--- config.mk ---
export PLATFORM = sky130hd
export DESIGN_NAME = aors_div
export DESIGN_NICKNAME = d
export VERILOG_FILES = /design/src/aors_pkg.sv /design/src/aors_div.sv
export SDC_FILE = /design/constraint.sdc
export NUM_CORES = 1
export LEC_CHECK = 0
export BUFFER_PORTS_ARGS = -buffer_cell sky130_fd_sc_hd__buf_2
export CORE_MARGIN = 1
export CORE_UTILIZATION = 50
export CTS_CLUSTER_SIZE = 25
export DETAILED_ROUTE_END_ITERATION = 10
export MAX_ROUTING_LAYER = met4
export PLACE_DENSITY_LB_ADDON = 0.1
export RECOVER_POWER = 25
export SYNTH_ARGS = -nofsm -noshare
export SYNTH_HDL_FRONTEND = slang
export SYNTH_SLANG_ARGS = --single-unit
--- constraint.sdc ---
create_clock -name clk -period 3.1 [get_ports clk]
set_input_delay 0 -clock clk [delete_from_list [all_inputs] [get_ports clk]]
set_output_delay 0 -clock clk [all_outputs]
set_load 0.1 [all_outputs]
--- src/aors_pkg.sv ---
// Types, constants and codes of the adaptive operator roulette selector
`default_nettype none
package aors_pkg;

  localparam int OPS_PER_GROUP_DEF = 4;
  localparam int GROUP_COUNT_DEF   = 3;
  localparam int SUCCESS_KINDS_DEF = 3;
  localparam int TALLY_WIDTH_DEF   = 24;

  localparam int PROB_W   = 17;
  localparam int REWARD_W = 16;
  localparam int RATE_W   = 17;
  localparam int SCORE_W  = 40;
  localparam int TOTAL_W  = 19;
  localparam int CHOSEN_W = 2;
  localparam int PADDR_W  = 4;
  localparam int PDATA_W  = 32;

  localparam int DIV_N_DEF = 58;
  localparam int DIV_D_DEF = 42;

  localparam logic [PROB_W-1:0]   PROB_INIT = 17'd16384;
  localparam logic [RATE_W-1:0]   ONE_Q16   = 17'd65536;
  localparam logic [REWARD_W-1:0] SCORE_BEST_RST     = 16'd33;
  localparam logic [REWARD_W-1:0] SCORE_BETTER_RST   = 16'd9;
  localparam logic [REWARD_W-1:0] SCORE_ACCEPTED_RST = 16'd13;
  localparam logic [RATE_W-1:0]   SMOOTHING_RATE_RST = 17'd6554;

  typedef enum logic [1:0] {
    ACT_RESET  = 2'd0,
    ACT_RECORD = 2'd1,
    ACT_UPDATE = 2'd2,
    ACT_SELECT = 2'd3
  } act_t;

  typedef enum logic [1:0] {
    REG_SCORE_BEST     = 2'd0,
    REG_SCORE_BETTER   = 2'd1,
    REG_SCORE_ACCEPTED = 2'd2,
    REG_SMOOTHING_RATE = 2'd3
  } reg_idx_t;

  typedef enum logic [4:0] {
    ST_IDLE,
    ST_REC_RD,
    ST_REC_WR,
    ST_UPD_RD,
    ST_UPD_MUL,
    ST_UPD_ACC,
    ST_UPD_SDIV_GO,
    ST_UPD_SDIV,
    ST_UPD_SH_GO,
    ST_UPD_SH,
    ST_UPD_BLA,
    ST_UPD_BLB,
    ST_UPD_BLW,
    ST_UPD_NRD,
    ST_UPD_N_GO,
    ST_UPD_N,
    ST_SEL_RD,
    ST_SEL_SUM,
    ST_SEL_MUL,
    ST_SEL_RD2,
    ST_SEL_CMP,
    ST_DONE
  } st_t;

  typedef struct packed {
    logic [1:0]  action;
    logic [2:0]  removal_op;
    logic [2:0]  insertion_op;
    logic [2:0]  compare_op;
    logic [1:0]  success_kind;
    logic [1:0]  op_group;
    logic [2:0]  ops_in_use;
    logic [15:0] random_fraction;
  } cmd_t;

  typedef struct packed {
    logic [CHOSEN_W-1:0] chosen_op;
    logic [TOTAL_W-1:0]  wheel_total;
  } result_t;

endpackage
`default_nettype wire

--- src/aors_div.sv ---
// Restoring divider, one quotient bit per cycle
`default_nettype none
module aors_div #(
  parameter int N = aors_pkg::DIV_N_DEF,
  parameter int D = aors_pkg::DIV_D_DEF
) (
  input  logic         clk,
  input  logic         rst,
  input  logic         start,
  input  logic [N-1:0] dividend,
  input  logic [D-1:0] divisor,
  output logic         done,
  output logic [N-1:0] quotient
);

  localparam int CW = $clog2(N + 1);

  logic [D-1:0]  rem;
  logic [D-1:0]  dvs;
  logic [N-1:0]  quo;
  logic [CW-1:0] cnt;
  logic          run;
  logic [D:0]    trial;
  logic [D:0]    diff;
  logic          ge;

  assign trial    = {rem, quo[N-1]};
  assign diff     = trial - {1'b0, dvs};
  assign ge       = (trial >= {1'b0, dvs});
  assign quotient = quo;

  always_ff @(posedge clk) begin
    if (rst) begin
      run  <= 1'b0;
      done <= 1'b0;
      cnt  <= '0;
    end else begin
      done <= 1'b0;
      if (start) begin
        run <= 1'b1;
        cnt <= CW'(N);
      end else if (run) begin
        cnt <= cnt - CW'(1);
        if (cnt == CW'(1)) begin
          run  <= 1'b0;
          done <= 1'b1;
        end
      end
    end
  end

  always_ff @(posedge clk) begin
    if (start) begin
      quo <= dividend;
      rem <= '0;
      dvs <= divisor;
    end else if (run) begin
      rem <= ge ? diff[D-1:0] : trial[D-1:0];
      quo <= {quo[N-2:0], ge};
    end
  end

endmodule
`default_nettype wire

==> impl_metrics.json <==
{
  "fin_nets": 1319,
  "n_fill_cell": 1283,
  "slew_headroom_pct": 20.2,
  "drc": 0,
  "hold_violations": 0,
  "grt_start_max_net_pins": 59,
  "final.setup.worst_slack_ps": 96.1,
  "grt_usage_pct": 28.7,
  "period_needed_ps": 3000,
  "regArea_sq_um": 4010,
  "routed_wl_mm": 24.3,
  "route.vias.total": 7913,
  "antenna_found_initial": 0,
  "portBuffers": 161,
  "synth_edf_count": 100,
  "yosysWarnings": 0,
  "critPathArrivalTime_ps": 3360,
  "grt_pass1_wl_mm": 39.0,
  "avgSynthCellArea_sq_um": 9.92,
  "drive_above_1_share_pct": 28.0,
  "rr_startpoint": "quotient[57]",
  "place_hpwl_mm": 16.1,
  "syn_nets": 1025,
  "final_antenna_net_count": 0,
  "synth_top_area_share_pct": 34.5,
  "cp-end-kind": "flip-flop",
  "cts_tree": "done",
  "critPathMaxFanout": 4,
  "path_class": "reg -> reg",
  "cp-startpoint": "quotient[57]",
  "clock.fmax_mhz": 333,
  "initial_core_util_pct": 51.9,
  "drt_iter0_drc": 551,
  "diodes": 0,
  "firstDrtPassIters": 5,
  "cts-root-buf": "clkbuf_16",
  "drt-wirelength-per-cell_um": 17.3,
  "cap_violations": 0,
  "syn-instance-count": 877,
  "worstReg2RegEnd": "rem[28]",
  "clk_pin_slew_ps": 70,
  "skew_ps": 12.0,
  "cts_sinks": 150,
  "yosysMostFrequentCell": "edfxtp_1",
  "ys.flop_type": "edfxtp_1",
  "finish.instance_area_sq_um": 11700,
  "synth_top_area_cell": "edfxtp_1",
  "yosysSeqAreaShare_pct": 46.0,
  "rsz0062_at_grt": "true",
  "endpoint": "rem[28]",
  "gp_congestion": 0.942,
  "min_path_type": "in -> reg",
  "syn_area_sq_um": 8700,
  "synthTopCellsByArea": "edfxtp_1, dfxtp_1, mux2_2, ha_1, nand2_1",
  "vdd_drop_max_uv": 441,
  "synth-seq-cells": 150,
  "htree_levels": 4,
  "tightestPinTransition_ps": 1200,
  "core_area_sq_um": 16800,
  "grt_pass1_vias": 7833,
  "cts_buffer_depth": 2,
  "ios": 162,
  "leakagePower_nw": 4.96,
  "rrSetupSlack_ps": 100,
  "drv_slew": 0,
  "syn2layout_area_growth_pct": 34.5,
  "setup-violations-final": 0,
  "yosys-top-cells-count": "edfxtp_1, nand2_1, nor2_1, inv_1, mux2_2",
  "power_density_nw_per_um2": 569,
  "worst-r2r-cell-count": 12,
  "cp.required_ps": 3450,
  "status": "finished clean",
  "die-area_sq_um": 17900,
  "synthDistinctLibCells": 72,
  "grt-ovfl-total": 0,
  "fp-row-count": 47,
  "post-route-period-util_pct": 96.9,
  "insertion_delay_ps": 440,
  "start_kind": "flip-flop",
  "cts_buffers": 17,
  "fp.dieH_um": 134,
  "ys_async_sr_fraction_pct": 0,
  "postPlaceCellArea_sq_um": 10000,
  "multi_input_area_sq_um": 4320,
  "place_ws_ps": 59.8,
  "dieWidth_um": 134,
  "via_per_inst": 5.64
}
==> critical path: stages (launching register included) <==
cell and delay [ps]:
edfxtp_1 430, inv_1 80, ha_1 150, inv_1 50, fa_2 340, a21o_1 180
a221o_2 390, a31oi_4 240, nor4b_2 90, o2111ai_2 240, a21oi_1 100, or3b_1 370
a311oi_1 250
==> placed cells by master (no fill, tap or decap), drive strengths merged, types with 23 or more instances in the layout <==
cell         count
nand2           98
o21ai           33
dfxtp           50
edfxtp         100
a311oi          26
a21oi           44
dlygate4sd3    102
buf            219
nor2            79
ha              44
inv             71
mux2            59
nor3            23
==> kinds of logic after synthesis <==
family	Yosys count	synth area share (%)
buffers and inverters	111	5.13
AND/OR/NAND/NOR	274	14.3
adder cells (fa/ha/maj)	45	6.56
XOR/XNOR	31	3.12
AO/OA/AOI/OAI	202	16.6
multiplexers	64	8.21
flip-flops	150	46.0
==> state kept, by name, indices dropped and copies added, names as in the netlist <==
name      cells
cnt           6
done          1
dvs          42
quotient     58
rem          42
run           1
==> what timing repair did <==
item	CTS	global route
hold endpoints to repair	109	0
endpoints found under the setup margin	0	32
resized for setup	0	10
setup buffers	0	8
hold buffers	102	0
==> how the worst min path moves through the flow <==
stage | slack, ps | endpoint | start | cells after the start
2_1_floorplan | 100 | dvs[0] | divisor[0] | 0
3_3_place_gp | 180 | dvs[28] | divisor[28] | 1
3_5_place_dp | 180 | dvs[31] | divisor[31] | 1
4_1_cts | 250 | dvs[32] | divisor[32] | 2
5_1_grt | 270 | dvs[5] | divisor[5] | 2
6_report | 270 | dvs[7] | divisor[7] | 2
==> where the power goes <==
| group | internal [mW] | switching [mW] |
|---|---|---|
| registers | 2.34 | 0.107 |
| clock network | 1.13 | 0.910 |
| logic | 0.737 | 1.44 |
==> through the flow <==
| stage | setup TNS (ps) | instances | hold WS, ps | util, % | power (mW) |
|---|---|---|---|---|---|
| floorplan | -686 | 877 | 98.9 | - | 3.99 |
| global placement | 0 | 1262 | 176 | 59.7 | 4.49 |
| detailed placement | 0 | 1262 | 178 | 59.7 | 4.49 |
| CTS | 0 | 1396 | 253 | 69.2 | 6.63 |
| global route | -102 | 1404 | 267 | 69.8 | 6.94 |
| finish | 0 | 1404 | 268 | 69.8 | 6.66 |
==> per-layer routing <==
| metal | vias to the layer above | global-route usage [%] | share of wire (%) |
|---|---|---|---|
| met5 | - | - | 0 |
| met4 | 0 | 10.8 | 2.5 |
| met3 | 51 | 5.71 | 5.6 |
| met2 | 284 | 47.0 | 48 |
| met1 | 3748 | 34.8 | 44 |
| li1 | 3830 | - | - |
==> layout make-up <==
class                      count  share of cell area [%]
timing repair buffer         323                    19.6
sequential                   150                    34.2
clock buffer                  18                    3.67
clock inverter                14                    1.20
tap                          220                    2.35
multi-input combinational    616                    36.9
inverter                      63                    2.02
No activity file was read; power rests on OpenSTA's default activity.
