$ cat src/aors_pkg.sv
// Types, constants and codes of the adaptive operator roulette selector
`default_nettype none
package aors_pkg;

  localparam int OPS_PER_GROUP_DEF = 4;
  localparam int GROUP_COUNT_DEF   = 3;
  localparam int SUCCESS_KINDS_DEF = 3;
  localparam int TALLY_WIDTH_DEF   = 24;

  localparam int PROB_W   = 17;
  localparam int REWARD_W = 16;
  localparam int RATE_W   = 17;
  localparam int SCORE_W  = 40;
  localparam int TOTAL_W  = 19;
  localparam int CHOSEN_W = 2;
  localparam int PADDR_W  = 4;
  localparam int PDATA_W  = 32;

  localparam int DIV_N_DEF = 58;
  localparam int DIV_D_DEF = 42;

  localparam logic [PROB_W-1:0]   PROB_INIT = 17'd16384;
  localparam logic [RATE_W-1:0]   ONE_Q16   = 17'd65536;
  localparam logic [REWARD_W-1:0] SCORE_BEST_RST     = 16'd33;
  localparam logic [REWARD_W-1:0] SCORE_BETTER_RST   = 16'd9;
  localparam logic [REWARD_W-1:0] SCORE_ACCEPTED_RST = 16'd13;
  localparam logic [RATE_W-1:0]   SMOOTHING_RATE_RST = 17'd6554;

  typedef enum logic [1:0] {
    ACT_RESET  = 2'd0,
    ACT_RECORD = 2'd1,
    ACT_UPDATE = 2'd2,
    ACT_SELECT = 2'd3
  } act_t;

  typedef enum logic [1:0] {
    REG_SCORE_BEST     = 2'd0,
    REG_SCORE_BETTER   = 2'd1,
    REG_SCORE_ACCEPTED = 2'd2,
    REG_SMOOTHING_RATE = 2'd3
  } reg_idx_t;

  typedef enum logic [4:0] {
    ST_IDLE,
    ST_REC_RD,
    ST_REC_WR,
    ST_UPD_RD,
    ST_UPD_MUL,
    ST_UPD_ACC,
    ST_UPD_SDIV_GO,
    ST_UPD_SDIV,
    ST_UPD_SH_GO,
    ST_UPD_SH,
    ST_UPD_BLA,
    ST_UPD_BLB,
    ST_UPD_BLW,
    ST_UPD_NRD,
    ST_UPD_N_GO,
    ST_UPD_N,
    ST_SEL_RD,
    ST_SEL_SUM,
    ST_SEL_MUL,
    ST_SEL_RD2,
    ST_SEL_CMP,
    ST_DONE
  } st_t;

  typedef struct packed {
    logic [1:0]  action;
    logic [2:0]  removal_op;
    logic [2:0]  insertion_op;
    logic [2:0]  compare_op;
    logic [1:0]  success_kind;
    logic [1:0]  op_group;
    logic [2:0]  ops_in_use;
    logic [15:0] random_fraction;
  } cmd_t;

  typedef struct packed {
    logic [CHOSEN_W-1:0] chosen_op;
    logic [TOTAL_W-1:0]  wheel_total;
  } result_t;

endpackage
`default_nettype wire

$ cat src/aors_ram.sv
// Generic single-port-write, registered-read RAM
`default_nettype none
module aors_ram #(
  parameter int WIDTH = aors_pkg::PROB_W,
  parameter int DEPTH = aors_pkg::OPS_PER_GROUP_DEF * aors_pkg::GROUP_COUNT_DEF
) (
  input  logic                     clk,
  input  logic                     we,
  input  logic [$clog2(DEPTH)-1:0] waddr,
  input  logic [WIDTH-1:0]         wdata,
  input  logic                     re,
  input  logic [$clog2(DEPTH)-1:0] raddr,
  output logic [WIDTH-1:0]         rdata
);

  logic [WIDTH-1:0] mem [DEPTH];

  always_ff @(posedge clk) begin
    if (we) begin
      mem[waddr] <= wdata;
    end
    if (re) begin
      rdata <= mem[raddr];
    end
  end

endmodule
`default_nettype wire

$ cat config.mk
export PLATFORM = sky130hd
export DESIGN_NAME = aors_ram
export DESIGN_NICKNAME = d
export VERILOG_FILES = /design/src/aors_pkg.sv /design/src/aors_ram.sv
export SDC_FILE = /design/constraint.sdc
export NUM_CORES = 1
export LEC_CHECK = 0
export BUFFER_PORTS_ARGS = -buffer_cell sky130_fd_sc_hd__buf_2
export CAP_MARGIN = 5
export CORE_ASPECT_RATIO = 0.9
export CORE_MARGIN = 2
export CORE_UTILIZATION = 60
export DETAILED_ROUTE_END_ITERATION = 10
export PLACE_DENSITY = 0.76
export SYNTH_ARGS = -nofsm -noshare
export SYNTH_HDL_FRONTEND = slang
export SYNTH_SLANG_ARGS = --single-unit
$ cat constraint.sdc
create_clock -name clk -period 4.05 [get_ports clk]
set_clock_uncertainty 0.15 [all_clocks]
set_input_delay 0.6075 -clock clk [delete_from_list [all_inputs] [get_ports clk]]
set_output_delay 0.6075 -clock clk [all_outputs]
set_load 0.02 [all_outputs]
==> results.py <==
metrics = {
    "outcome": {
        "status": "finished clean",
    },
    "yosys": {
        "synth_compound_area_share_pct": 4.53,
        "ys_seq_area_share_pct": 79.5,
        "synthXorXnorAreaFrac_pct": 0,
        "yosys.area.top_type": "edfxtp_1",
        "syn_nets": 391,
        "yosys_most_used_dff": "edfxtp_1",
        "yosysTopAreaCellShare_pct": 79.5,
        "syn-cell-area_um2": 8350,
        "synth_cells": 363,
        "ys_ff_latch": 221,
        "synth_edf_count": 221,
        "yosys-mux-area-fraction_pct": 13.2,
        "synth_adder_area_share_pct": 0,
        "synth-simple-area-share_pct": 1.30,
        "async_flop_share_pct": 0,
        "synthTopCellsByArea": "edfxtp_1, mux4_2, mux2i_1",
        "synth_top_family_by_area": "multiplexers",
        "ys_warn_count": 0,
        "yosysUniqueCellTypes": 20,
        "synth_area_per_cell_um2": 23.0,
    },
    "placement": {
        "port_buffers": 44,
        "dp_slack_ns": 1.31,
        "hpwl_um": 8460,
        "globalplace.congestion": 0.732,
    },
    "worst_setup_path": {
        "rr_endpoint": "rdata[1]",
        "startpoint_type": "primary input",
        "path_class": "in -> reg",
        "cp.arrival_ns": 2.27,
        "path_max_fanout": 33,
        "timing.rr.start": "mem[6][1]",
        "ff2ff_setup_slack_ns": 2.30,
        "reg2regPathDepth": 3,
        "critical_path_required_ns": 4.11,
        "end_kind": "register",
    },
    "sta": {
        "finalCriticalPeriod_ns": 2.22,
        "max_freq_mhz": 451,
        "hold_slack_ns": 0.277,
        "relSlewSlack_pct": 22.4,
        "slew_viol_final": 0,
        "tns_ns": 0,
        "grt_setup_unrepaired": "no",
        "setup_violations": 0,
        "hold_violations": 0,
        "tightest_slew_ns": 1.16,
        "layout_setup_ws_ns": 1.83,
        "min_period_over_period_pct": 54.7,
    },
    "clock_network": {
        "cts_buffers": 22,
        "cts_resized": 0,
        "clockRootBuffer": "clkbuf_16",
        "clock_sinks": 221,
        "cts_max_level": 1,
        "clk_latency_ns": 0.49,
        "post-cts-setup-buffer-count": 0,
        "cts_tree": "done",
        "postCtsHoldBufs": 0,
        "path_clk_slew_ns": 0.06,
        "clk_path_buf_depth": 3,
    },
    "grt": {
        "grt_pass1_wl_um": 23800,
        "busiest_layer": "met2",
        "globalRouteMet1Util_pct": 31.0,
        "grt_pass1_vias": 4046,
        "grt_use_met2_pct": 37.7,
        "grt_use_met3_pct": 4.11,
        "antenna_found_initial": 0,
        "track_usage_pct": 22.3,
        "grt_overflow_total": 0,
        "grt_max_degree": 35,
    },
    "min_path": {
        "hold_class": "in -> reg",
        "min_from": "wdata[6]",
        "hold-path-cell-count": 1,
        "worstHoldEndpoint": "mem[1][6]",
    },
    "run": {
        "maxCapViolCount": 0,
    },
    "finish": {
        "nNetsFinal": 458,
        "drive_above_1_share_pct": 34.8,
        "area_growth_pct": 14.0,
        "fillerInstances": 791,
        "antenna_cells": 0,
    },
    "die": {
        "die_h_um": 116,
        "coreArea_um2": 13500,
        "dieArea_um2": 14900,
        "start_util_pct": 62.0,
        "fp.dieW_um": 128,
        "rows": 40,
        "pin_count": 45,
    },
    "pwr": {
        "power.total_mw": 4.71,
        "p_per_area_nw_per_um2": 495,
        "leakagePower_nw": 3.14,
        "clockPowerShare_pct": 39.7,
        "switching_share_pct": 20.1,
        "ir_drop_uv": 372,
        "intPower_mw": 3.77,
        "power_switching_mw": 0.945,
        "p_comb_share_pct": 5.3,
        "p_seq_share_pct": 55.0,
    },
    "drt": {
        "wl_per_cell_um": 25.0,
        "vias": 3774,
        "first_pass_iters": 4,
        "drc_errors": 0,
        "drt_iter0_markers": 339,
        "drt_wl_total_um": 15400,
        "viasPerCell": 6.15,
        "ant_nets": 0,
    },
}
-- worst max path at each step --
| stage | start | slack [ns] | end |
|---|---|---|---|
| 6_report | raddr[0] | 1.83 | rdata[10] |
| 5_1_grt | raddr[0] | 1.71 | rdata[10] |
| 4_1_cts | raddr[0] | 1.80 | rdata[10] |
| 3_5_place_dp | raddr[0] | 1.31 | rdata[10] |
| 3_3_place_gp | raddr[0] | 1.34 | rdata[9] |
| 2_1_floorplan | waddr[3] | 1.17 | mem[0][0] |
-- cell usage after synthesis, types with 2 or more instances --
master and n:
edfxtp_1 221, mux2i_1 34, mux4_2 34, nor2_1 10
a22oi_2 9, o221ai_2 9, a22oi_1 8, o221ai_1 8
buf_2 6, clkbuf_1 4, buf_4 3, buf_6 3
nand2b_1 3, nor3_1 3, nand2_1 2, nand3b_1 2
-- power groups by stage --
stage / clock network (mW) / registers (mW) / logic [mW]
6_report: 1.87 / 2.59 / 0.248
5_1_grt: 2.00 / 2.60 / 0.270
4_1_cts: 1.90 / 2.59 / 0.252
3_5_place_dp: 0 / 2.64 / 0.251
3_3_place_gp: 0 / 2.64 / 0.242
2_1_floorplan: 0 / 2.66 / 0.138
-- cell usage in the layout, fill, tap and decap left out --
cell type,netlist,final
edfxtp_1,221,221
buf_2,6,43
mux2i_1,34,34
mux4_2,34,34
clkbuf_16,0,23
buf_4,3,17
nor2_2,0,10
clkinv_1,0,10
a22oi_2,9,9
o221ai_2,9,9
a22oi_1,8,8
o221ai_1,8,8
nand2b_1,3,3
nor3_2,0,3
clkinv_2,0,3
clkbuf_1,4,3
nand2_1,2,2
nand3b_1,2,2
nor2b_2,0,1
or3b_2,1,1
bufinv_16,0,1
buf_12,0,1
-- flip-flops by register name, summed over array words and instances (netlist names) --
signal and cells:
rdata 17, mem 204
-- cells by family (layout without fill, tap and decap cells) --
kind of cell,Yosys count,count (layout)
compound gates,34,34
buf+inv,18,101
flops,221,221
mux,68,68
simple gates,22,22
-- worst max-delay path, cell delays in order --
cell,delay (ns)
buf_4,0.47
buf_12,0.28
mux4_2,0.54
a22oi_2,0.22
o221ai_2,0.11
-- metrics by stage --
step | instances | instance area, µm² | util (%)
2_1_floorplan | 363 | 8350 | -
3_3_place_gp | 574 | 8840 | 65.7
3_5_place_dp | 574 | 8840 | 65.7
4_1_cts | 614 | 9510 | 70.7
5_1_grt | 614 | 9510 | 70.7
6_report | 614 | 9510 | 70.7
-- cell type report --
type | count | area (µm²) | share of cell area, %
clock buffers | 26 | 587 | 6.17
well taps | 168 | 210 | 2.21
multi-input cells | 124 | 1640 | 17.2
repair buffers | 61 | 363 | 3.81
clock inverters | 14 | 82.6 | 0.868
flip-flops and latches | 221 | 6640 | 69.8
-- routing by layer --
layer / vias up / part of all wire, %
met5: - / 0
met1: 1934 / 38
met3: 21 / 8.4
li1: 1684 / -
met4: 0 / 1.5
met2: 135 / 52
Note: power is estimated with default switching activity, not from simulation.
